===== src/hdl/assert_macros.svh =====
// Assertion macros used by the console engine
`ifndef ASSERT_MACROS_SVH
`define ASSERT_MACROS_SVH
`ifndef SYNTHESIS
// Property checked on every rising clock edge outside reset
`define TCC_ASSERT(name, clk, rst, prop, msg) \
   name: assert property (@(posedge clk) disable iff (rst) prop) else $error(msg);
// Condition in one cycle forces a consequence in the next
`define TCC_ASSERT_NEXT(name, clk, rst, pre, post, msg) \
   name: assert property (@(posedge clk) disable iff (rst) (pre) |=> (post)) else $error(msg);
`else
`define TCC_ASSERT(name, clk, rst, prop, msg)
`define TCC_ASSERT_NEXT(name, clk, rst, pre, post, msg)
`endif
`endif


===== src/hdl/tcc_pkg.sv =====
// Shared types and constants of the text console cursor engine
package tcc_pkg;

   // Fixed field widths
   localparam int ROW_W = 6;
   localparam int COL_W = 7;
   localparam int LIN_W = ROW_W + COL_W;
   localparam int CSR_AW = 3;

   // Character codes
   localparam logic [7:0] CH_LF    = 8'd10;
   localparam logic [7:0] CH_CR    = 8'd13;
   localparam logic [7:0] CH_TAB   = 8'd9;
   localparam logic [7:0] CH_BLANK = 8'd32;
   localparam logic [7:0] TAB_MASK = ~8'd3;

   // Attribute of the blanks written after reset
   localparam logic [7:0] RESET_FILL = 8'd15;

   // Register map: index bit of the word address
   localparam logic REG_FILL_COLOR = 1'b0;

   // Command codes
   typedef enum logic [2:0] {
      K_PUT   = 3'd0,
      K_BACK  = 3'd1,
      K_CLEAR = 3'd2,
      K_SET   = 3'd3,
      K_READ  = 3'd4
   } kind_type;

   typedef struct packed {
      logic [2:0]        kind;
      logic [7:0]        ch;
      logic [7:0]        color;
      logic signed [7:0] row;
      logic signed [7:0] col;
   } req_type;

   typedef struct packed {
      logic [ROW_W-1:0] pos_row;
      logic [COL_W-1:0] pos_col;
      logic [7:0]       read_char;
      logic [7:0]       read_color;
   } rsp_type;

   // One screen cell: attribute in the high byte
   typedef struct packed {
      logic [7:0] attr;
      logic [7:0] chr;
   } cell_type;

   typedef struct packed {
      logic             en;
      logic [LIN_W-1:0] addr;
      cell_type         data;
   } ram_wr_type;

   typedef struct packed {
      logic             en;
      logic [LIN_W-1:0] addr;
   } ram_rd_type;

endpackage


===== src/hdl/tcc_csr.sv =====
// APB register block holding the fill attribute
module tcc_csr
   import tcc_pkg::*;
(
   input  logic              clock,
   input  logic              reset,
   input  logic              psel,
   input  logic              penable,
   input  logic              pwrite,
   input  logic [CSR_AW-1:0] paddr,
   input  logic [31:0]       pwdata,
   output logic [31:0]       prdata,
   output logic              pready,
   output logic [7:0]        fill_color
);

   logic [7:0] fill_color_ff;
   logic [7:0] fill_color_in;
   logic       wr_hit;

   // Write decode on the access phase
   assign wr_hit = psel && penable && pwrite && (paddr[2] == REG_FILL_COLOR);

   always_comb begin
      fill_color_in = fill_color_ff;
      if (wr_hit) begin
         fill_color_in = pwdata[7:0];
      end
   end

   always_ff @(posedge clock) begin
      if (reset) begin
         fill_color_ff <= RESET_FILL;
      end else begin
         fill_color_ff <= fill_color_in;
      end
   end

   // Read mux, unused low address bits ignored
   assign prdata = (paddr[2] == REG_FILL_COLOR) ? {24'd0, fill_color_ff} : 32'd0;
   assign pready = 1'b1;
   assign fill_color = fill_color_ff;

endmodule


===== config.mk =====
export PLATFORM = sky130hd
export DESIGN_NAME = tcc_csr
export DESIGN_NICKNAME = d
export VERILOG_FILES = /design/src/hdl/assert_macros.svh /design/src/hdl/tcc_pkg.sv /design/src/hdl/tcc_csr.sv
export SDC_FILE = /design/constraint.sdc
export NUM_CORES = 1
export LEC_CHECK = 0
export BUFFER_PORTS_ARGS = -buffer_cell sky130_fd_sc_hd__buf_2
export CAP_MARGIN = 20
export CORE_UTILIZATION = 30
export CTS_BUF_LIST = sky130_fd_sc_hd__clkbuf_16
export DETAILED_ROUTE_END_ITERATION = 10
export HOLD_SLACK_MARGIN = 0.15
export PLACE_DENSITY_LB_ADDON = 0.12
export SKIP_CTS_REPAIR_TIMING = 1
export SYNTH_ARGS = -nofsm -noshare
export SYNTH_HDL_FRONTEND = slang
export SYNTH_SLANG_ARGS = --single-unit

===== constraint.sdc =====
create_clock -name clock -period 1 [get_ports clock]
set_input_delay 0.15 -clock clock [delete_from_list [all_inputs] [get_ports clock]]
set_output_delay 0.15 -clock clock [all_outputs]
set_load 0.005 [all_outputs]

## Word-level counts from Yosys, hierarchy flattened

Cells that the tools add are included.

| word-level totals | value |
|---|---|
| bits in registers | 8 |

| cells by class | value |
|---|---|
| reductions and logical operators | 3 |
| bitwise operators | 1 |
| mux-type cells | 1 |

Operators with widths:

| cell | count |
|---|---|
| $mux 8 | 1 |
| $logic_and 1x1->1 | 3 |
| $not 1->1 | 1 |

## Depth between registers and ports, before layout

Gate-level depths: netlist of the first run.

| depth | value |
|---|---|
| depth in word-level cells | 3 |
| depth in mapped cells | 3 |
| depth with buffers taken out | 2 |

## Worst setup path after synthesis of the first run

Ideal clock, no wire load.

| path | value |
|---|---|
| path type | input -> register |
| start | in paddr[2] |
| end | reg fill_color_ff[0], in the netlist fill_color[0] |
| buffers on the path | 1 |
| required time | 0.928 ns |
| slack | 0.241 ns |
| arrival | 0.688 ns |
| cell stages on the path | 3 |
| cell sequence | and4b_1 -> buf_6 -> mux2i_1 |

| on the way | value |
|---|---|
| word-level cells in the longest chain between the ends | 2 |

RTL lines:

| element | RTL line | text |
|---|---|---|
| start, declared | tcc_csr.sv:10 | `input logic [CSR_AW-1:0] paddr,` |
| $not 1->1 | n/a |  |
| $logic_and 1x1->1 | tcc_csr.sv:22 | `assign wr_hit = psel && penable && pwrite && (paddr[2] == REG_FILL_COLOR);` |
| end signal, assigned | tcc_csr.sv:35 | `fill_color_ff <= fill_color_in;` |
| end, declared | tcc_csr.sv:17 | `logic [7:0] fill_color_ff;` |

Every way passes these cells.
A chain may end at the register's enable or synchronous reset.

## Final worst setup path of the first run

| path | value |
|---|---|
| start | reg fill_color_ff[7], in the netlist fill_color[7] |
| end | out prdata[7] |

| on the way | value |
|---|---|
| word-level cells in the longest chain between the ends | 1 |

RTL lines:

| element | RTL line | text |
|---|---|---|
| $mux 8 | tcc_csr.sv:40 | `assign prdata = (paddr[2] == REG_FILL_COLOR) ? {24'd0, fill_color_ff} : 32'd0;` |
| end, declared | tcc_csr.sv:12 | `output logic [31:0] prdata,` |

Every way passes these cells.

==> results_dict.tcl, run 1 <==
set metrics [dict create \
    tns_ns 0 \
    worstPathRequired_ns 0.85 \
    hpwl_microns 806.6 \
    nFillCells 200 \
    slowest_delay_ns 0.31 \
    status "complete, no violations" \
    cp_num_cells 2 \
    cp_num_buf_inv 1 \
    nets 143 \
    drt-initial-drc-count 2 \
    hold_violations 0 \
    synth_warnings 0 \
    crit_slowest_cell "dfxtp_2" \
    die_h_microns 47.12 \
    crit_arrival_ns 0.84 \
    cts_made_buffers 3 \
    utilization 0.4412 \
    ys_seq_elements 8 \
    reg2reg_depth 3 \
    routed_wl_microns 1060 \
    rsz0062_at_grt "yes" \
    setup_violations 0 \
    wl_per_cell_microns 8.413 \
    grt_max_degree 17 \
    crit_path_end_kind "output pin" \
    fp.dieArea_sq_um 2220 \
    io_pins 81 \
    p_total_mw 1.113 \
    drive_gt1_frac 0.5050 \
    powerDensity_nw_per_um2 1386 \
    clock_sinks 8 \
    root_buffer "clkbuf_16" \
    cts_buffer_depth 2 \
    drt_first_pass_iters 4 \
    r2r-start "fill_color[3]$_SDFFE_PP1P_" \
    die_w_microns 47.12 \
    syn_area_sq_um 610.6 \
    start_kind "flop" \
    drc 0 \
    rrSetupSlack_ns 0.30 \
    worstHoldStart "pwdata[5]" \
    h-tree-depth 1 \
    ys_types 10 \
    layout_commonest_cell "buf_2" \
    period_needed_ns 0.9921 \
    ir_worst_vdd_mv 0.6677 \
    syn_avg_cell_area_sq_um 8.723 \
    crit_path_max_fanout 3 \
    yosysSeqAreaShare 0.2623 \
    avgViaCountPerCell 3.643 \
    dr_total_vias 459 \
    clk_pin_slew_ns 0.04 \
    min_path_cells 3 \
    clock.fmax_mhz 1008 \
    r2r_end "fill_color[3]$_SDFFE_PP1P_" \
    layout_common_cells "buf_2, conb_1" \
    largest_reg_flops 8 \
    syn_inst 70 \
    grt_usage 0.1036 \
    antennaDiodeCount 0 \
    start_util 0.3354 \
    grt_first_pass_wirelength_microns 1552 \
    ant_nets 0 \
    post_dp_cell_area_sq_um 698.2 \
    io_buffer_count 29 \
    rows 15 \
    grt_antenna_before_repair 0 \
    leakagePower_nw 0.4113 \
    cts_tree "done" \
    crit_type "flop to output pin" \
    worstHoldEndpoint "fill_color[5]$_SDFFE_PP0P_" \
    grt_pass1_vias 369 \
    gp_congestion 0.5812 \
    maxSlewViolCount 0 \
    worstPathCellList "and2b_2, buf_6" \
    cap_violations 0 \
    fin_crit_sh 0.9921 \
    core_region_area_sq_um 1821 \
    clkLatencyLatePin_ns 0.23 \
    syn2layout_area_growth_pct 31.56 \
    critical-path-top-delay-family "flip-flops" \
    min_path_type "input port to flop" \
    overflow 0 \
    stdcell_area_sq_um 803.3 \
    finClkSkew_ns 0 \
]
==> cell usage after synthesis, drive strengths merged <==
master,instances,area share
and2b,8,0.11
mux2i,8,0.13
buf,26,0.33
nand2b,8,0.082
clkbuf,1,0.0061
nor2,8,0.049
and4b,1,0.016
conb,2,0.012
dfxtp,8,0.26
==> worst register-to-register path: stages, from the launching register on <==
cell and delay, ns:
dfxtp_2 0.31, buf_4 0.12, nor2_1 0.09, mux2i_1 0.06
==> layer usage <==
metal  part of all wire  vias up  GRT usage
met3              0.067        0    0.03462
met5                  0        -          0
li1                   -      229          -
met1               0.44      200     0.1349
met4                  0        0    0.05143
met2               0.49       30     0.1528
==> report_power, final <==
| group | internal [mW] | switching (mW) |
|---|---|---|
| clock network | 0.514 | 0.137 |
| registers | 0.330 | 0.00456 |
| logic | 0.0648 | 0.0635 |
==> stage by stage <==
step | cells | hold WS, ns | setup WS [ns]
2_1_floorplan | 93 | 0.3047 | 0.2408
3_3_place_gp | 122 | 0.4071 | 0.06488
3_5_place_dp | 122 | 0.4208 | 0.04296
4_1_cts | 125 | 0.1829 | 0.001921
5_1_grt | 126 | 0.1884 | -0.01385
6_report | 126 | 0.1765 | 0.007861
==> logic make-up after synthesis <==
kind of cell | share of synthesized area
DFF | 0.2623
and+or+nand+nor | 0.2623
other | 0.01230
muxes | 0.1312
buffers and inverters | 0.3320
==> how the worst max path moves through the flow <==
| stage | from | to | slack, ns |
|---|---|---|---|
| 3_5_place_dp | paddr[2] | fill_color[7]$_SDFFE_PP0P_ | 0.04 |
| 2_1_floorplan | paddr[2] | fill_color[0]$_SDFFE_PP1P_ | 0.24 |
| 3_3_place_gp | paddr[2] | fill_color[6]$_SDFFE_PP0P_ | 0.06 |
| 6_report | fill_color[7]$_SDFFE_PP0P_ | prdata[7] | 0.008 |
| 4_1_cts | fill_color[7]$_SDFFE_PP0P_ | prdata[7] | 0.002 |
| 5_1_grt | fill_color[6]$_SDFFE_PP0P_ | prdata[6] | -0.01 |
==> cell type report <==
class                           count  area [sq um]  area share
Multi-Input combinational cell     58         334.1      0.4159
Timing Repair Buffer               32         192.7      0.2399
Sequential cell                     8         170.2      0.2118
Clock buffer                        3         75.07     0.09346
Tap cell                           25         31.28     0.03894
Note: power is estimated with default switching activity, not from simulation.
==> run 2, diff against run 1 <==
--- a/config.mk
+++ b/config.mk
@@ -9,6 +9,7 @@
 export CAP_MARGIN = 20
 export CORE_UTILIZATION = 30
 export CTS_BUF_LIST = sky130_fd_sc_hd__clkbuf_16
+export CTS_CLUSTER_DIAMETER = 50
 export DETAILED_ROUTE_END_ITERATION = 10
 export HOLD_SLACK_MARGIN = 0.15
 export PLACE_DENSITY_LB_ADDON = 0.12
==> constraint.sdc (replaced) <==
create_clock -name clock -period 1 [get_ports clock]
set_input_delay 0.1 -clock clock [delete_from_list [all_inputs] [get_ports clock]]
set_output_delay 0.1 -clock clock [all_outputs]
set_load 0.005 [all_outputs]
==> results_dict.tcl, run 2 (synthesized netlist as in run 1, its figures left out) <==
set metrics [dict create \
    routed_wl_microns 1076 \
    dr_total_vias 465 \
    maxSlewViolCount 0 \
    die_w_microns 47.12 \
    min_path_type "input port to flop" \
    finClkSkew_ns 0 \
    whs_ns 0.1353 \
    worstHoldStart "pwdata[0]" \
    layout_common_cells "buf_2, conb_1" \
    crit_path_max_fanout 3 \
    grt_antenna_before_repair 0 \
    tns_ns 0 \
    fin_crit_sh 0.9439 \
    io_buffer_count 29 \
    overflow 0 \
    status "complete, no violations" \
    clock_sinks 8 \
    highest_layer "met3" \
    nFillCells 198 \
    reg2reg_depth 2 \
    die_h_microns 47.12 \
    grt_pass1_vias 369 \
    rows 15 \
    grt_first_pass_wirelength_microns 1552 \
    start_kind "flop" \
    drt_first_pass_iters 4 \
    crit_arrival_ns 0.84 \
    min_path_cells 3 \
    wl_met2_microns 520 \
    largest_reg_flops 8 \
    crit_type "flop to output pin" \
    period_needed_ns 0.9439 \
    avgViaCountPerCell 3.661 \
    regArea_sq_um 160.2 \
    powerDensity_nw_per_um2 1403 \
    root_buffer "clkbuf_16" \
    worstPathRequired_ns 0.90 \
    io_pins 81 \
    cts_tree "done" \
    cp-startpoint "fill_color[7]$_SDFFE_PP0P_" \
    cts_made_buffers 3 \
    wl_met1_microns 481 \
    r2r-start "fill_color[2]$_SDFFE_PP1P_" \
    grt_usage 0.1036 \
    drt-initial-drc-count 2 \
    rrSetupSlack_ns 0.41 \
    clkLatencyLatePin_ns 0.22 \
    drive_gt1_frac 0.4118 \
    core_region_area_sq_um 1821 \
    grt_max_degree 17 \
    fp.dieArea_sq_um 2220 \
    rsz0062_at_grt "no" \
    setup_violations 0 \
    cts_buffer_depth 2 \
    nets 144 \
    h-tree-depth 1 \
    multi_input_area_sq_um 334.1 \
    ant_nets 0 \
    leakagePower_nw 0.4142 \
    wl_per_cell_microns 8.472 \
    ir_worst_vdd_mv 0.8120 \
    drc 0 \
    start_util 0.3354 \
    clk_pin_slew_ns 0.04 \
    antennaDiodeCount 0 \
    layout_commonest_cell "buf_2" \
    hold_violations 0 \
    hpwl_microns 806.6 \
    syn2layout_area_growth_pct 29.92 \
    met3_length_microns 74 \
    cap_violations 0 \
    gp_congestion 0.5812 \
    crit_path_end_kind "output pin" \
    clock.fmax_mhz 1059 \
]
run 2: cell count changes in the layout (fill, tap and decap cells not counted), sizes merged:
cell,previous run,this run
dlygate4sd3,0,2
buf,32,31
run 2: through the flow:
| step | instance area (sq um) | power, mW | setup WS [ns] | util | instances |
|---|---|---|---|---|---|
| 6_report | 793.3 | 1.113 | 0.05612 | 0.4357 | 127 |
| 5_1_grt | 793.3 | 1.177 | 0.02857 | 0.4357 | 127 |
| 3_5_place_dp | 698.2 | 0.4629 | 0.09296 | 0.3835 | 122 |
| 2_1_floorplan | 696.9 | 0.4760 | 0.2908 | - | 93 |
| 3_3_place_gp | 698.2 | 0.4609 | 0.1149 | 0.3835 | 122 |
| 4_1_cts | 773.2 | 1.123 | 0.05192 | 0.4247 | 125 |
run 2: path summary, 6_finish.rpt:
check | to
worst max register to register | fill_color[2]$_SDFFE_PP1P_
worst max-delay path | prdata[7]
worst min register to register | fill_color[5]$_SDFFE_PP0P_
worst min-delay path | fill_color[0]$_SDFFE_PP1P_
run 2: layout make-up:
cell class | count | area share
well taps | 25 | 0.03943
flip-flops and latches | 8 | 0.2019
multi-input cells | 58 | 0.4211
repair buffers | 33 | 0.2429
clock buffers | 3 | 0.09464
run 2: power breakdown:
part           internal, mW  total [mW]  switching (mW)
Clock                 0.513       0.648           0.135
Combinational        0.0678       0.132          0.0640
Sequential            0.328       0.333         0.00462
Total                 0.909        1.11           0.203
run 2: layer usage:
metal / GRT usage / vias up
met2: 0.1528 / 30
met1: 0.1349 / 204
met5: 0 / -
met3: 0.03462 / 0
li1: - / 231
met4: 0.05143 / 0
run 2: critical path, stage by stage, from the launching register on:
cell and delay (ns):
dfxtp_1 0.31, and2b_2 0.19, buf_2 0.12
==> run 3, diff against run 2 <==
--- a/config.mk
+++ b/config.mk
@@ -7,7 +7,7 @@
 export LEC_CHECK = 0
 export BUFFER_PORTS_ARGS = -buffer_cell sky130_fd_sc_hd__buf_2
 export CAP_MARGIN = 20
-export CORE_UTILIZATION = 30
+export CORE_UTILIZATION = 27
 export CTS_BUF_LIST = sky130_fd_sc_hd__clkbuf_16
 export CTS_CLUSTER_DIAMETER = 50
 export DETAILED_ROUTE_END_ITERATION = 10
==> constraint.sdc (replaced) <==
create_clock -name clock -period 0.8 [get_ports clock]
set_input_delay 0.08 -clock clock [delete_from_list [all_inputs] [get_ports clock]]
set_output_delay 0.08 -clock clock [all_outputs]
set_load 0.005 [all_outputs]
==> results_dict.tcl, run 3 (synthesized netlist as in run 1, its figures left out) <==
set metrics [dict create \
    p_sw_uw 280.1 \
    io_buffer_count 29 \
    die_h_microns 49.56 \
    hpwl_microns 884.2 \
    nets 153 \
    crit_path_end_kind "output pin" \
    ant_nets 0 \
    grt_max_degree 17 \
    overflow 0 \
    powerDensity_nw_per_um2 1566 \
    clock.fmax_mhz 1081 \
    dr_total_vias 497 \
    power.internal_mw 1.166 \
    syn2layout_area_growth_pct 51.23 \
    slowest_delay_ns 0.32 \
    fin_crit_sh 1.156 \
    grt_antenna_before_repair 0 \
    die_w_microns 49.56 \
    wl_per_cell_microns 9.116 \
    maxSlewViolCount 0 \
    root_buffer "clkbuf_16" \
    power.share.combinational 0.136 \
    swShare 0.1937 \
    grt_util_met1 0.1138 \
    clkLatencyLatePin_ns 0.23 \
    p_clk_frac 0.575 \
    worstHoldStart "pwdata[3]" \
    grt_usage 0.1015 \
    cap_violations 0 \
    met3_usage 0.06173 \
    postLayoutSetupSlackWorst_ns -0.1248 \
    crit_arrival_ns 0.84 \
    reg2reg_depth 3 \
    r2r_end "fill_color[1]$_SDFFE_PP1P_" \
    cts_made_buffers 3 \
    gp_congestion 0.6443 \
    drt_first_pass_iters 3 \
    clock_sinks 8 \
    cts_tree "done" \
    drive_gt1_frac 0.5045 \
    avgViaCountPerCell 3.601 \
    cts_buffer_depth 2 \
    crit_type "flop to output pin" \
    grt_pass1_vias 410 \
    period_needed_ns 0.9248 \
    drt-initial-drc-count 4 \
    leakagePower_nw 0.4743 \
    ir_worst_vdd_mv 1.566 \
    rrSetupSlack_ns 0.11 \
    clk_pin_slew_ns 0.04 \
    min_path_cells 3 \
    crit_path_max_fanout 3 \
    routed_wl_microns 1258 \
    drc 0 \
    preCtsSetupSlack_ns -0.07731 \
    cp-startpoint "fill_color[7]$_SDFFE_PP0P_" \
    core_region_area_sq_um 2042 \
    layout_common_cells "conb_1, buf_2, buf_6" \
    grt.busiest_layer "met2" \
    nFillCells 222 \
    violations "setup timing" \
    hold_violations 0 \
    use_met2 0.1599 \
    worstPathCellList "and2b_2, buf_6" \
    utilization 0.4522 \
    start_util 0.2990 \
    worstHoldEndpoint "fill_color[3]$_SDFFE_PP1P_" \
    start_kind "flop" \
    critical-path-top-delay-family "flip-flops" \
    io_pins 81 \
    crit_slowest_cell "dfxtp_2" \
    min_path_type "input port to flop" \
    antennaDiodeCount 0 \
    largest_reg_flops 8 \
    rsz0062_at_grt "yes" \
    status "complete, but fails checks" \
    grt_first_pass_wirelength_microns 1807 \
    layout_commonest_cell "conb_1" \
    worstPathRequired_ns 0.72 \
    h-tree-depth 1 \
    finClkSkew_ns 0 \
    r2r-start "fill_color[1]$_SDFFE_PP1P_" \
    rows 16 \
    setup_violations 12 \
    fp.dieArea_sq_um 2456 \
    cp_num_buf_inv 1 \
    pwr-share-seq 0.288 \
]
==> run 3: how the worst max path moves through the flow <==
stage	end	slack, ns	cells past startpoint
after floorplan	fill_color[0]$_SDFFE_PP1P_	0.11	3
after global placement	fill_color[5]$_SDFFE_PP0P_	-0.08	4
after detailed placement	fill_color[1]$_SDFFE_PP1P_	-0.08	4
after CTS	prdata[7]	-0.13	2
after global routing	prdata[5]	-0.15	2
final	prdata[7]	-0.12	2
==> run 3: metal layers <==
metal  vias up  wire length (microns)
li1        249                      -
met1       213                    550
met2        35                    552
met3         0                    155
met4         0                      0
met5         -                      0
==> run 3: worst reg2reg max path, delay by kind of cell, from the launching register on <==
kind	cells	cell delay, ns
flops	1	0.31
simple gates	1	0.09
buf+inv	1	0.11
mux	1	0.07
==> run 3: area by class of cell <==
cell class | count | area (sq um) | area share
multi-input cells | 58 | 334.1 | 0.3618
clock buffers | 3 | 75.07 | 0.08130
flip-flops and latches | 8 | 170.2 | 0.1843
well taps | 27 | 33.78 | 0.03659
repair buffers | 42 | 310.3 | 0.3360
==> run 3: through the flow <==
stage,setup TNS (ns),std cells,total power [mW],instance area (sq um),hold slack (ns)
2_1_floorplan,0,93,0.5950,696.9,0.2347
3_3_place_gp,-0.5144,125,0.5765,695.7,0.3392
3_5_place_dp,-0.5243,125,0.5777,695.7,0.3422
4_1_cts,-1.022,128,1.423,770.7,0.1072
5_1_grt,-1.393,138,1.521,923.4,0.1224
6_report,-1.085,138,1.446,923.4,0.1078
==> run 3: power by group through the flow <==
| stage | clock [mW] | combinational (mW) | sequential (mW) |
|---|---|---|---|
| finish | 0.832 | 0.197 | 0.417 |
| detailed placement | 0 | 0.156 | 0.422 |
| global placement | 0 | 0.155 | 0.422 |
| floorplan | 0 | 0.173 | 0.422 |
| global route | 0.881 | 0.222 | 0.418 |
| CTS | 0.851 | 0.156 | 0.416 |
