File: config.mk
export PLATFORM = sky130hd
export DESIGN_NAME = tcc_engine
export DESIGN_NICKNAME = d
export VERILOG_FILES = /design/src/hdl/tcc_pkg.sv /design/src/hdl/tcc_addr_unit.sv /design/src/hdl/tcc_engine.sv
export VERILOG_INCLUDE_DIRS = /design/src /design/src/hdl
export SDC_FILE = /design/constraint.sdc
export NUM_CORES = 1
export LEC_CHECK = 0
export BUFFER_PORTS_ARGS = -buffer_cell sky130_fd_sc_hd__buf_2
export CAP_MARGIN = 20
export CORE_MARGIN = 5
export CORE_UTILIZATION = 55
export DETAILED_ROUTE_END_ITERATION = 8
export PLACE_DENSITY = 0.88
export SYNTH_ARGS = -nofsm -noshare
export SYNTH_HDL_FRONTEND = slang
export SYNTH_HIERARCHICAL = 1
export SYNTH_SLANG_ARGS = --single-unit
File: constraint.sdc
create_clock -name clock -period 7 [get_ports clock]
set_input_delay 0.7 -clock clock [delete_from_list [all_inputs] [get_ports clock]]
set_output_delay 0.7 -clock clock [all_outputs]
set_load 0.01 [all_outputs]
File: src/hdl/assert_macros.svh
// Assertion macros used by the console engine
`ifndef ASSERT_MACROS_SVH
`define ASSERT_MACROS_SVH
`ifndef SYNTHESIS
// Property checked on every rising clock edge outside reset
`define TCC_ASSERT(name, clk, rst, prop, msg) \
   name: assert property (@(posedge clk) disable iff (rst) prop) else $error(msg);
// Condition in one cycle forces a consequence in the next
`define TCC_ASSERT_NEXT(name, clk, rst, pre, post, msg) \
   name: assert property (@(posedge clk) disable iff (rst) (pre) |=> (post)) else $error(msg);
`else
`define TCC_ASSERT(name, clk, rst, prop, msg)
`define TCC_ASSERT_NEXT(name, clk, rst, pre, post, msg)
`endif
`endif

File: src/hdl/tcc_pkg.sv
// Shared types and constants of the text console cursor engine
package tcc_pkg;

   // Fixed field widths
   localparam int ROW_W = 6;
   localparam int COL_W = 7;
   localparam int LIN_W = ROW_W + COL_W;
   localparam int CSR_AW = 3;

   // Character codes
   localparam logic [7:0] CH_LF    = 8'd10;
   localparam logic [7:0] CH_CR    = 8'd13;
   localparam logic [7:0] CH_TAB   = 8'd9;
   localparam logic [7:0] CH_BLANK = 8'd32;
   localparam logic [7:0] TAB_MASK = ~8'd3;

   // Attribute of the blanks written after reset
   localparam logic [7:0] RESET_FILL = 8'd15;

   // Register map: index bit of the word address
   localparam logic REG_FILL_COLOR = 1'b0;

   // Command codes
   typedef enum logic [2:0] {
      K_PUT   = 3'd0,
      K_BACK  = 3'd1,
      K_CLEAR = 3'd2,
      K_SET   = 3'd3,
      K_READ  = 3'd4
   } kind_type;

   typedef struct packed {
      logic [2:0]        kind;
      logic [7:0]        ch;
      logic [7:0]        color;
      logic signed [7:0] row;
      logic signed [7:0] col;
   } req_type;

   typedef struct packed {
      logic [ROW_W-1:0] pos_row;
      logic [COL_W-1:0] pos_col;
      logic [7:0]       read_char;
      logic [7:0]       read_color;
   } rsp_type;

   // One screen cell: attribute in the high byte
   typedef struct packed {
      logic [7:0] attr;
      logic [7:0] chr;
   } cell_type;

   typedef struct packed {
      logic             en;
      logic [LIN_W-1:0] addr;
      cell_type         data;
   } ram_wr_type;

   typedef struct packed {
      logic             en;
      logic [LIN_W-1:0] addr;
   } ram_rd_type;

endpackage

File: src/hdl/tcc_addr_unit.sv
// Shared cell address unit: row * COLUMNS + col, registered
module tcc_addr_unit
   import tcc_pkg::*;
#(
   parameter int COLUMNS = 80
)
(
   input  logic             clock,
   input  logic [ROW_W-1:0] row,
   input  logic [COL_W-1:0] col,
   output logic [LIN_W-1:0] addr
);

   logic [LIN_W-1:0] addr_ff;
   logic [LIN_W-1:0] addr_in;

   // Small multiply-add, result registered
   assign addr_in = LIN_W'(row) * LIN_W'(COLUMNS) + LIN_W'(col);

   always_ff @(posedge clock) begin
      addr_ff <= addr_in;
   end

   assign addr = addr_ff;

endmodule

File: src/hdl/tcc_engine.sv
// Command sequencer: cursor logic, fill and scroll sweeps, result register
`include "assert_macros.svh"
module tcc_engine
   import tcc_pkg::*;
#(
   parameter int COLUMNS = 80,
   parameter int ROWS    = 25
)
(
   input  logic       clock,
   input  logic       reset,
   input  logic       req_valid,
   output logic       req_stall,
   input  req_type    req_data,
   output logic       rsp_valid,
   input  logic       rsp_stall,
   output rsp_type    rsp_data,
   input  logic [7:0] fill_color,
   output ram_wr_type ram_wr,
   output ram_rd_type ram_rd,
   input  cell_type   ram_rdata
);

   localparam int CELLS = ROWS * COLUMNS;
   localparam logic [LIN_W-1:0] LAST_CELL = LIN_W'(CELLS - 1);
   localparam logic [LIN_W-1:0] LAST_BASE = LIN_W'(CELLS - COLUMNS);
   localparam logic [LIN_W-1:0] ROW_STEP  = LIN_W'(COLUMNS);
   localparam logic [ROW_W:0]   ROWS_C    = (ROW_W + 1)'(ROWS);
   localparam logic [COL_W:0]   COLS_C    = (COL_W + 1)'(COLUMNS);
   localparam logic [ROW_W-1:0] LAST_ROW  = ROW_W'(ROWS - 1);
   localparam logic [COL_W-1:0] LAST_COL  = COL_W'(COLUMNS - 1);

   typedef enum logic [3:0] {
      S_INIT, S_IDLE, S_ADDR, S_EXEC, S_RDATA, S_SCROLL, S_BLANK, S_CLEAR, S_DONE
   } state_type;

   state_type        state_ff, state_in;
   logic [LIN_W-1:0] i_ff, i_in;
   logic [ROW_W-1:0] cur_row_ff, cur_row_in;
   logic [COL_W-1:0] cur_col_ff, cur_col_in;
   kind_type         kind_ff, kind_in;
   logic [7:0]       ch_ff, ch_in;
   logic [7:0]       color_ff, color_in;
   logic [ROW_W-1:0] op_row_ff, op_row_in;
   logic [COL_W-1:0] op_col_ff, op_col_in;
   logic             flag_ff, flag_in;
   logic             pend_ff, pend_in;
   logic [LIN_W-1:0] pend_addr_ff, pend_addr_in;
   logic [7:0]       res_char_ff, res_char_in;
   logic [7:0]       res_color_ff, res_color_in;
   rsp_type          rsp_ff, rsp_in;
   logic             rsp_valid_ff, rsp_valid_in;

   logic             accept;
   logic [LIN_W-1:0] addr_q;
   logic [ROW_W:0]   row_inc;
   logic [COL_W:0]   col_inc;
   logic [COL_W:0]   tab_col;
   logic             row_over;
   logic             do_nl;

   // Shared address unit, fed from the operand registers
   tcc_addr_unit #(
      .COLUMNS(COLUMNS)
   ) u_addr (
      .clock(clock),
      .row  (op_row_ff),
      .col  (op_col_ff),
      .addr (addr_q)
   );

   assign accept  = req_valid && !req_stall;
   assign row_inc = {1'b0, cur_row_ff} + (ROW_W + 1)'(1);
   assign col_inc = {1'b0, cur_col_ff} + (COL_W + 1)'(1);
   assign tab_col = ({1'b0, cur_col_ff} + (COL_W + 1)'(4)) & TAB_MASK;
   assign row_over = (row_inc >= ROWS_C);

   // Next-state and datapath control
   always_comb begin
      state_in     = state_ff;
      i_in         = i_ff;
      cur_row_in   = cur_row_ff;
      cur_col_in   = cur_col_ff;
      kind_in      = kind_ff;
      ch_in        = ch_ff;
      color_in     = color_ff;
      op_row_in    = op_row_ff;
      op_col_in    = op_col_ff;
      flag_in      = flag_ff;
      pend_in      = 1'b0;
      pend_addr_in = pend_addr_ff;
      res_char_in  = res_char_ff;
      res_color_in = res_color_ff;
      rsp_in       = rsp_ff;
      rsp_valid_in = rsp_valid_ff && rsp_stall;
      do_nl        = 1'b0;
      ram_wr       = '0;
      ram_rd       = '0;

      unique case (state_ff)
         // Blank sweep after reset, reset attribute
         S_INIT: begin
            ram_wr.en   = 1'b1;
            ram_wr.addr = i_ff;
            ram_wr.data = '{attr: RESET_FILL, chr: CH_BLANK};
            i_in        = i_ff + LIN_W'(1);
            if (i_ff == LAST_CELL) begin
               i_in     = '0;
               state_in = S_IDLE;
            end
         end

         // Take a command and set up its operands
         S_IDLE: begin
            if (accept) begin
               kind_in      = kind_type'(req_data.kind);
               ch_in        = req_data.ch;
               color_in     = req_data.color;
               res_char_in  = '0;
               res_color_in = '0;
               op_row_in    = cur_row_ff;
               op_col_in    = cur_col_ff;
               flag_in      = 1'b0;
               state_in     = S_ADDR;
               unique case (kind_type'(req_data.kind))
                  K_BACK: begin
                     if (cur_col_ff != '0) begin
                        op_col_in = cur_col_ff - COL_W'(1);
                        flag_in   = 1'b1;
                     end else if (cur_row_ff != '0) begin
                        op_row_in = cur_row_ff - ROW_W'(1);
                        op_col_in = LAST_COL;
                        flag_in   = 1'b1;
                     end
                  end
                  K_SET: begin
                     priority if (req_data.row[7]) begin
                        op_row_in = '0;
                     end else if ({1'b0, req_data.row[6:0]} >= (ROW_W + 2)'(ROWS_C)) begin
                        op_row_in = LAST_ROW;
                     end else begin
                        op_row_in = req_data.row[ROW_W-1:0];
                     end
                     priority if (req_data.col[7]) begin
                        op_col_in = '0;
                     end else if ({1'b0, req_data.col[6:0]} >= COLS_C) begin
                        op_col_in = LAST_COL;
                     end else begin
                        op_col_in = req_data.col[COL_W-1:0];
                     end
                  end
                  K_READ: begin
                     op_row_in = req_data.row[ROW_W-1:0];
                     op_col_in = req_data.col[COL_W-1:0];
                     flag_in   = !req_data.row[7] && !req_data.col[7]
                                 && ({1'b0, req_data.row[6:0]} < (ROW_W + 2)'(ROWS_C))
                                 && ({1'b0, req_data.col[6:0]} < COLS_C);
                  end
                  default: begin
                  end
               endcase
            end
         end

         // Address unit settles
         S_ADDR: begin
            state_in = S_EXEC;
         end

         // Carry out the command
         S_EXEC: begin
            state_in = S_DONE;
            unique case (kind_ff)
               K_PUT: begin
                  priority if (ch_ff == CH_LF) begin
                     do_nl = 1'b1;
                  end else if (ch_ff == CH_CR) begin
                     cur_col_in = '0;
                  end else if (ch_ff == CH_TAB) begin
                     if (tab_col >= COLS_C) begin
                        do_nl = 1'b1;
                     end else begin
                        cur_col_in = tab_col[COL_W-1:0];
                     end
                  end else begin
                     ram_wr.en   = 1'b1;
                     ram_wr.addr = addr_q;
                     ram_wr.data = '{attr: color_ff, chr: ch_ff};
                     if (col_inc >= COLS_C) begin
                        do_nl = 1'b1;
                     end else begin
                        cur_col_in = col_inc[COL_W-1:0];
                     end
                  end
                  // Line feed: next row, or scroll at the bottom
                  if (do_nl) begin
                     cur_col_in = '0;
                     if (row_over) begin
                        i_in     = '0;
                        state_in = S_SCROLL;
                     end else begin
                        cur_row_in = row_inc[ROW_W-1:0];
                     end
                  end
               end
               K_BACK: begin
                  if (flag_ff) begin
                     ram_wr.en   = 1'b1;
                     ram_wr.addr = addr_q;
                     ram_wr.data = '{attr: fill_color, chr: CH_BLANK};
                     cur_row_in  = op_row_ff;
                     cur_col_in  = op_col_ff;
                  end
               end
               K_CLEAR: begin
                  i_in       = '0;
                  cur_row_in = '0;
                  cur_col_in = '0;
                  state_in   = S_CLEAR;
               end
               K_SET: begin
                  cur_row_in = op_row_ff;
                  cur_col_in = op_col_ff;
               end
               K_READ: begin
                  if (flag_ff) begin
                     ram_rd.en   = 1'b1;
                     ram_rd.addr = addr_q;
                     state_in    = S_RDATA;
                  end
               end
               default: begin
               end
            endcase
         end

         // Read data is back from the store
         S_RDATA: begin
            res_char_in  = ram_rdata.chr;
            res_color_in = ram_rdata.attr;
            state_in     = S_DONE;
         end

         // Copy each cell one row up: read ahead, write from the registered read data
         S_SCROLL: begin
            ram_wr.en   = pend_ff;
            ram_wr.addr = pend_addr_ff;
            ram_wr.data = ram_rdata;
            if (i_ff < LAST_BASE) begin
               ram_rd.en    = 1'b1;
               ram_rd.addr  = i_ff + ROW_STEP;
               pend_in      = 1'b1;
               pend_addr_in = i_ff;
               i_in         = i_ff + LIN_W'(1);
            end else begin
               state_in = S_BLANK;
            end
         end

         // Blank the bottom row
         S_BLANK: begin
            ram_wr.en   = 1'b1;
            ram_wr.addr = i_ff;
            ram_wr.data = '{attr: fill_color, chr: CH_BLANK};
            i_in        = i_ff + LIN_W'(1);
            if (i_ff == LAST_CELL) begin
               i_in       = '0;
               cur_row_in = LAST_ROW;
               cur_col_in = '0;
               state_in   = S_DONE;
            end
         end

         // Blank the whole screen in the fill attribute
         S_CLEAR: begin
            ram_wr.en   = 1'b1;
            ram_wr.addr = i_ff;
            ram_wr.data = '{attr: fill_color, chr: CH_BLANK};
            i_in        = i_ff + LIN_W'(1);
            if (i_ff == LAST_CELL) begin
               i_in     = '0;
               state_in = S_DONE;
            end
         end

         // Hand the result beat to the output register
         S_DONE: begin
            if (!rsp_valid_ff || !rsp_stall) begin
               rsp_in.pos_row    = cur_row_ff;
               rsp_in.pos_col    = cur_col_ff;
               rsp_in.read_char  = res_char_ff;
               rsp_in.read_color = res_color_ff;
               rsp_valid_in      = 1'b1;
               state_in          = S_IDLE;
            end
         end

         default: begin
            state_in = S_IDLE;
         end
      endcase
   end

   always_ff @(posedge clock) begin
      if (reset) begin
         state_ff     <= S_INIT;
         i_ff         <= '0;
         cur_row_ff   <= '0;
         cur_col_ff   <= '0;
         pend_ff      <= 1'b0;
         rsp_valid_ff <= 1'b0;
      end else begin
         state_ff     <= state_in;
         i_ff         <= i_in;
         cur_row_ff   <= cur_row_in;
         cur_col_ff   <= cur_col_in;
         pend_ff      <= pend_in;
         rsp_valid_ff <= rsp_valid_in;
      end
      kind_ff      <= kind_in;
      ch_ff        <= ch_in;
      color_ff     <= color_in;
      op_row_ff    <= op_row_in;
      op_col_ff    <= op_col_in;
      flag_ff      <= flag_in;
      pend_addr_ff <= pend_addr_in;
      res_char_ff  <= res_char_in;
      res_color_ff <= res_color_in;
      rsp_ff       <= rsp_in;
   end

   assign req_stall = (state_ff != S_IDLE);
   assign rsp_valid = rsp_valid_ff;
   assign rsp_data  = rsp_ff;

   // Checks
   `TCC_ASSERT(a_row_range, clock, reset, {1'b0, cur_row_ff} < ROWS_C, "cursor row off screen")
   `TCC_ASSERT(a_col_range, clock, reset, {1'b0, cur_col_ff} < COLS_C, "cursor col off screen")
   `TCC_ASSERT(a_wr_range, clock, reset, !ram_wr.en || (ram_wr.addr <= LAST_CELL), "cell write out of range")
   `TCC_ASSERT(a_rsp_src, clock, reset, $rose(rsp_valid_ff) |-> $past(state_ff) == S_DONE, "result beat outside done")
   `TCC_ASSERT_NEXT(a_scroll_end, clock, reset, state_ff == S_SCROLL && i_ff >= LAST_BASE, state_ff == S_BLANK && !pend_ff, "scroll copy not drained")

endmodule

# Word-level counts from Yosys, hierarchy flattened
# Index checks and enable logic that the tools add are counted.
# totals
register_bits,136
input_bits,63
out_inout_bits,75
word_cells,171
# classes
add_sub_neg,8
n_mul,1
magnitude_cmp,8
eq_ne,36
n_mux,68
n_bitwise,1
n_reduce_logical,29
# op_table
op,n
$mux W30,4
$pmux W30 S4,1
$mux W7,12
$pmux W30 S2,1
$mux W13,4
$mux W6,8
$mux W14,3
$pmux W13 S3,1
$mux W4,8
$pmux W4 S8,1
$pmux W8 S2,2
$pmux W14 S2,1
$pmux W7 S4,1
$pmux W13 S2,1
$eq A8 B4 Y1 const B,3
$pmux W6 S4,1
$pmux W7 S3,1
$pmux W6 S3,1
$eq A4 B3 Y1 const B,4
$ge A8 B7 Y1 const B,2
$ge A7 B5 Y1 const B,2
$pmux W7 S2,1
$add A13 B1 Y13 const B,1
$add A13 B7 Y13,1
other kinds (47),86

# Longest topological paths before layout
# Gate-level depths: netlist (run 1).
# depth
ltp_word,11
depth_mapped,10
mapped_depth_nobuf,9

# Hierarchy
# Netlist (run 1), hierarchy kept.
# modules_own_cells
module,n_inst,cells_per_inst,area_each_um2,seq_area_each_um2
tcc_engine,1,650,6571.3,3373.2
tcc_addr_unit,1,53,623.1,260.2

# Least setup slack after synthesis (run 1)
# No wires, ideal clock.
# synth_timing
path_type,register to register
from,register state_ff[2]
to,"register rsp_ff (netlist bit rsp_data[0]), enable pin"
setup_ns,0.425
arrival_time_ns,2.513
t_required_ns,6.575
path_slack_ns,4.062
path_stages_with_launch,5
path_buffers,1
synth_period_minus_slack_ns,2.938
path_cell_list,dfxtp_1 -> clkbuf_1 -> nor3_1 -> nand2_1 -> a21oi_1
# synth_between
elab_chain_len,2
# synth_lines
element,line,text
start: declaration,tcc_engine.sv:37,"state_type state_ff, state_in;"
start signal: assignment,tcc_engine.sv:313,state_ff <= state_in;
$eq A4 B4 Y1,tcc_engine.sv:100,unique case (state_ff)
$reduce_and A2 Y1 (no source line),--,
end signal: assignment,tcc_engine.sv:329,rsp_ff <= rsp_in;
end: declaration,tcc_engine.sv:51,"rsp_type rsp_ff, rsp_in;"
# No other way between the ends.
# A chain may end at the register's enable or synchronous reset.

==> key figures, run 1 <==
Status
  • Status: finished, final reports clean

Global routing
  • Vias in the first global route: 6199
  • Total track usage: 25.0%
  • Grt ovf: 0
  • Antenna violations before repair: 0
  • Largest net degree at the start of global routing: 35
  • First-pass GRT wire length: 31600 microns

Yosys
  • Ys flop type: edfxtp_1
  • Most numerous cell in the Yosys netlist: edfxtp_1
  • Syn Area/Cell: 10.2 sq um
  • Synth top area share: 38.0%
  • Syn Inst Count: 703
  • Synth area leaders: edfxtp_1 (38%), dfxtp_1 (13%), a21oi_1 (4.0%)
  • Yosys Warn Count: 6
  • EDFF count, synth: 91
  • Post-synth top area cell: edfxtp_1
  • Syn Std Cell Area: 0.00719 sq mm
  • Seq cells post-synth: 136
  • Syn Nets: 789
  • Asr flop ratio synth: 0%
  • Yosys cell types: 74
  • Synth cell count leaders: edfxtp_1 (91), a21oi_1 (57), nand2_1 (57)
  • Seq/Total Area, Yosys: 50.5%

Clock network
  • Resized Gates After CTS: 0
  • Bufs on Longest Clock Path: 2
  • CTS H-tree lvls: 4
  • Setup bufs post-CTS: 0
  • # clock sinks: 136
  • CTS tree: built
  • Hold-fix buffers, CTS: 0
  • Clock Latency Late Sink: 0.43 ns
  • Clk slew on worst S/H paths: 0.06 ns
  • CTS buffer count: 17
  • Root Driver: clkbuf_16

STA
  • Setup Skew: 0.00864 ns
  • Fin. max-slew vios: 0
  • Slew @ Worst Pin: 1.02 ns
  • Worst Slack Setup Final: 3.07 ns
  • Tmin final: 3.93 ns
  • Unrepaired setup endpoints after global routing: no
  • Relative slew slack: 31.7%
  • Final setup fails: 0
  • Final Hold Fails: 0
  • Setup TNS: 0 ns
  • F_max: 254 MHz
  • Period utilization: 56.2%

Setup path
  • Crit end category: output pin
  • R2R setup slack: 3.66 ns
  • CP cell instances: nor2b_1, and3_1, o21a_1, a222oi_1, inv_1, buf_2
  • Crit Reg-Reg Startpoint: state_ff[2]
  • CP Class: reg -> out
  • Startpoint types: flip-flop
  • Crit Path Max Fanout: 14
  • Slowest stage cell on the critical path: edfxtp_1
  • CP peak stage delay: 0.63 ns
  • CP required: 6.30 ns
  • Worst r2r dst: i_ff[0]
  • Worst Reg-to-Reg Cells: 8
  • Critical path arrival: 3.23 ns

Drt
  • Antenna Nets Post-Route: 0
  • Vias: 6464
  • Post-Route WL: 19700 microns
  • Initial DRC count: 884
  • First-pass DRT Iterations: 6
  • Per-cell routed wire length: 19.4 microns
  • DR DRC count: 0
  • Avg Vias per Cell: 6.38

Min path
  • Min-delay src: res_char_ff[2]
  • Min-Delay Endpoint: rsp_data[10]
  • Worst min path class: reg -> reg
  • Hold Path Depth: 0

Die
  • Core ar.: 0.0127 sq mm
  • Die Ht: 124 microns
  • IO Pins: 138
  • Die Wd: 124 microns
  • Die area: 0.0155 sq mm
  • FP Rows: 41
  • Starting density of the core: 56.5%

Placement
  • Buffers on Ports: 137
  • Global placement routability congestion: 0.960
  • Dpl ws: 3.69 ns
  • Dpl hpwl: 13600 microns

Layout
  • Post-Route Utilization: 67.4%
  • P&R area growth vs syn: 19.1%
  • Ratio of cells with drive above 1 in the final layout: 23.4%
  • Post-layout net count: 914
  • ANT cells: 0

Pwr
  • Worst IR Drop VDD: 221 uV
  • Final Power: 0.00244 W
  • Static leakage: 3.39 nW
  • Power Density: 285 mW/mm^2

Run
  • Max_cap viols: 0
-- worst max path at each step --
| stage | start | end | slack (ns) | depth (start not counted) |
|---|---|---|---|---|
| after CTS | ch_ff[4] | ram_wr[21] | 3.11 | 8 |
| after global routing | kind_ff[0] | ram_wr[21] | 2.89 | 6 |
| after detailed placement | kind_ff[0] | ram_wr[21] | 3.69 | 6 |
| after floorplan | state_ff[2] | rsp_data[0] | 4.06 | 4 |
| final | kind_ff[0] | ram_wr[21] | 3.07 | 6 |
| after global placement | ch_ff[4] | ram_wr[20] | 3.79 | 8 |
-- worst max-delay path, delay by kind of cell, from the launching register on --
family | cells | cell delay (ns)
and+or+nand+nor | 2 | 1.13
AOI/OAI and AO/OA | 2 | 0.78
DFF | 1 | 0.63
buffers and inverters | 2 | 0.24
-- sequential cells by signal (all words and copies together), names as in the netlist, 7 cells and up --
name          count
rsp_data         29
i_ff             13
u_addr/addr      13
pend_addr_ff     13
color_ff          8
op_col_ff         7
res_char_ff       8
cur_col_ff        7
res_color_ff      8
ch_ff             8
-- kinds of logic after synthesis --
kind of cell	synth area share (%)
simple gates	17.4
compound gates	21.5
flops	50.5
buf+inv	3.62
fa+ha+maj	4.21
xor+xnor	2.56
mux	0.278
-- per-stage QoR --
| step | area [sq um] | std cells | hold WS, ns |
|---|---|---|---|
| 2_1_floorplan | 7190 | 703 | 0.348 |
| 3_3_place_gp | 7980 | 980 | 0.395 |
| 3_5_place_dp | 7980 | 980 | 0.400 |
| 4_1_cts | 8560 | 1012 | 0.416 |
| 5_1_grt | 8570 | 1013 | 0.423 |
| 6_report | 8570 | 1013 | 0.419 |
-- cell type report --
class                           count  area, sq um
Fill cell                         953         4150
Sequential cell                   136         3630
Clock buffer                       18          429
Tap cell                          172          215
Inverter                           29          109
Timing Repair Buffer              141          716
Clock inverter                     14          150
Multi-Input combinational cell    503         3320
-- routing by layer --
layer	global-route usage (%)	routed length (microns)	share of wire, %
met5	0	0	0
met4	9.86	631	3.2
met3	7.42	2280	12
met2	38.5	8990	46
met1	33.1	7780	40
-- layout by cell type (no fill, tap or decap), types with 5 or more instances in the layout --
cell type,instances
edfxtp_1,91
ha_1,21
a21o_1,7
clkinvlp_4,5
nand2b_1,9
inv_1,28
xor2_1,9
o21ai_0,50
a21oi_1,56
xnor2_1,12
or2_2,6
nand2_1,57
nor2_1,44
o31ai_1,10
nand4_1,8
and3_1,10
o22ai_1,6
nor3_1,12
a222oi_1,13
clkbuf_16,17
buf_2,137
nand3_1,18
dfxtp_1,45
a22o_1,15
or3_1,8
and2_1,23
a211oi_1,5
a22oi_1,13
-- power breakdown --
group | total, W | internal, W | switching [W]
combinational | 0.000533 | 0.000204 | 0.000329
sequential | 0.00103 | 0.000949 | 0.0000833
clock | 0.000878 | 0.000525 | 0.000353
(Power assumes the default switching activity.)
==> run 2: changes to the inputs <==
ABC_AREA = 1   (was not set)
CORE_UTILIZATION = 51   (was 55)
PLACE_DENSITY = 0.86   (was 0.88)
clock period = 3.4 ns   (was 7 ns; I/O delays follow)
==> key figures, run 2 <==
STA
  • F_max: 323 MHz
  • Tmin final: 3.09 ns
  • Slew @ Worst Pin: 0.658 ns (-0.364 ns)
  • Unrepaired setup endpoints after global routing: no
  • Setup Skew: 0.0122 ns (+0.00353 ns)
  • Final Hold Fails: 0 (unchanged)
  • Setup TNS: 0 ns (unchanged)
  • Period utilization: 91.0%
  • Relative slew slack: 55.8% (+24 points)
  • Fin. max-slew vios: 0 (unchanged)
  • Final setup fails: 0 (unchanged)

Layout
  • Post-layout net count: 1102 (+21%)
  • FILL cells: 1222 (+28%)
  • Post-Route Utilization: 62.1% (-5.3 points)
  • P&R area growth vs syn: 20.0%
  • ANT cells: 0 (unchanged)
  • Ratio of cells with drive above 1 in the final layout: 21.4% (-2.0 points)
  • Commonest non-fill, non-tap cell in the layout: nand2_1
  • Max FFs per register: 29 (unchanged)
  • Most frequent cells in the layout: nand2_1 (183), buf_2 (137), inv_1 (121), edfxtp_1 (91), nor2_1 (71)

Clock network
  • CTS tree: built
  • # clock sinks: 136 (unchanged)
  • Bufs on Longest Clock Path: 2 (unchanged)
  • Clk slew on worst S/H paths: 0.06 ns (about the same)
  • Root Driver: clkbuf_16
  • Hold-fix buffers, CTS: 0 (unchanged)
  • Resized Gates After CTS: 0 (unchanged)
  • Clock Latency Late Sink: 0.43 ns (about the same)
  • CTS H-tree lvls: 4 (unchanged)
  • Setup bufs post-CTS: 0 (unchanged)
  • CTS buffer count: 17 (unchanged)

Yosys
  • Syn Nets: 959 (+22%)
  • Syn Inst Count: 873 (+24%)
  • Syn Area/Cell: 8.58 sq um (-16%)
  • Most numerous cell in the Yosys netlist: nand2_1
  • Post-synth top area cell: edfxtp_1
  • Synth top area share: 36.5% (-1.5 points)
  • EDFF count, synth: 91 (unchanged)
  • Synth area leaders: edfxtp_1 (36%), dfxtp_1 (12%), nand2_1 (9.2%)
  • Syn Std Cell Area: 0.00749 sq mm (+4.1%)
  • Yosys cell types: 53 (-28%)
  • Ys flop type: edfxtp_1
  • Seq cells post-synth: 136 (unchanged)
  • Seq/Total Area, Yosys: 48.5% (-2.0 points)
  • Asr flop ratio synth: 0% (unchanged)
  • Synth cell count leaders: nand2_1 (183), inv_1 (121), edfxtp_1 (91)
  • Yosys Warn Count: 6 (unchanged)

Setup path
  • Crit Path Max Fanout: 10 (-4)
  • CP Launch Point: kind_ff[1]
  • Startpoint types: flip-flop
  • Worst r2r dst: i_ff[1]
  • CP required: 3.06 ns (-3.24 ns)
  • Crit Reg-Reg Startpoint: state_ff[2]
  • Crit end category: output pin
  • Critical path arrival: 2.75 ns (-0.48 ns)
  • CP Class: reg -> out
  • R2R setup slack: 0.91 ns (-2.75 ns)
  • Worst Reg-to-Reg Cells: 11 (+3)

Global routing
  • Vias in the first global route: 6513 (+5.1%)
  • Grt ovf: 0 (unchanged)
  • First-pass GRT wire length: 32700 microns (+3.7%)
  • Largest net degree at the start of global routing: 34 (-2.9%)
  • Total track usage: 23.4% (-1.6 points)
  • Antenna violations before repair: 0 (unchanged)

Die
  • Core ar.: 0.0145 sq mm (+14%)
  • FP Rows: 44 (+7.3%)
  • IO Pins: 138 (unchanged)
  • Die Ht: 131 microns (+5.5%)
  • Starting density of the core: 51.7% (-4.8 points)
  • Die area: 0.0172 sq mm (+11%)
  • Die Wd: 131 microns (+5.5%)

Pwr
  • Sw Share: 22.2% (-9.2 points)
  • Static leakage: 3.87 nW (+14%)
  • Internal power: 0.00319 W (+90%)
  • Power Density: 456 mW/mm^2 (+60%)
  • Final Power: 0.00410 W (+68%)
  • Combinational power share: 7.1% (-15 points)
  • Psw: 0.000909 W (+19%)
  • Worst IR Drop VDD: 512 uV (+130%)
  • Clock network power share: 48.2% (+12 points)
  • Sequential power share: 44.7% (+2.5 points)

Drt
  • First-pass DRT Iterations: 6 (unchanged)
  • Per-cell routed wire length: 16.9 microns (-13%)
  • Initial DRC count: 666 (-25%)
  • DR DRC count: 0 (unchanged)
  • Antenna Nets Post-Route: 0 (unchanged)
  • Vias: 6804 (+5.3%)
  • Avg Vias per Cell: 5.61 (-12%)
  • Post-Route WL: 20500 microns (+4.2%)

Placement
  • Buffers on Ports: 137 (unchanged)
  • Global placement routability congestion: 0.959 (about the same)
  • Dpl hpwl: 15200 microns (+12%)

Status
  • Status: finished, final reports clean

Min path
  • Worst min path class: in -> reg
  • Min-Delay Endpoint: color_ff[4]
  • Hold Path Depth: 1 (+1)
  • Min-delay src: req_data[20]

Run
  • Max_cap viols: 0 (unchanged)
run 2: cells by family (layout without fill, tap and decap cells):
family,count (synthesis),after routing,share of synthesized area (%)
AO/OA/AOI/OAI,159,159,13.5
XOR/XNOR,24,24,2.81
adder cells (fa/ha/maj),23,23,4.04
buffers and inverters,154,310,8.14
flip-flops,136,136,48.5
AND/OR/NAND/NOR,377,377,22.9
run 2: worst max path at each step:
stage / endpoint / slack (ns) / cells after the start
after floorplan: ch_ff[0] / 0.80 / 4
after global placement: ram_wr[17] / 0.90 / 10
after detailed placement: ram_wr[17] / 0.76 / 10
after CTS: ram_wr[17] / 0.30 / 10
after global routing: ram_wr[17] / 0.08 / 10
final: ram_wr[17] / 0.31 / 10
run 2: layer usage:
layer	GRT usage, %	share of wire (%)
met1	28.6	41
met2	39.4	49
met3	7.00	8.2
met4	7.79	2.3
met5	0	0
run 2: power by group through the flow:
stage | sequential [W] | clock [W] | combinational [W]
after floorplan | 0.00185 | 0 | 0.000179
after global placement | 0.00186 | 0 | 0.000276
after detailed placement | 0.00187 | 0 | 0.000285
after CTS | 0.00183 | 0.00200 | 0.000287
after global routing | 0.00184 | 0.00208 | 0.000320
final | 0.00183 | 0.00198 | 0.000290
run 2: final cells by class:
cell class                 count  area, sq um  area share [%]
clock buffer                  18          429            4.78
sequential                   136         3630            40.4
tap                          184          230            2.56
inverter                     135          509            5.67
clock inverter                14          204            2.27
multi-input combinational    583         3250            36.2
timing repair buffer         143          731            8.13
run 2: through the flow:
stage / instances / setup WS (ns) / area [sq um] / hold slack (ns)
6_report: 1213 / 0.307 / 8990 / 0.0925
5_1_grt: 1213 / 0.0832 / 8990 / 0.0754
3_3_place_gp: 1181 / 0.896 / 8350 / 0.368
3_5_place_dp: 1181 / 0.762 / 8350 / 0.370
4_1_cts: 1213 / 0.301 / 8990 / 0.0765
2_1_floorplan: 873 / 0.797 / 7490 / 0.349
run 2: worst max-delay path, cell delays in order, from the launching register on:
cell,delay [ns]
edfxtp_1,0.42
nor2_1,0.22
inv_1,0.11
nor2_1,0.19
inv_1,0.17
nor2_4,0.26
nand2_1,0.11
nand2_2,0.14
nand2_1,0.26
o221ai_1,0.28
buf_2,0.18
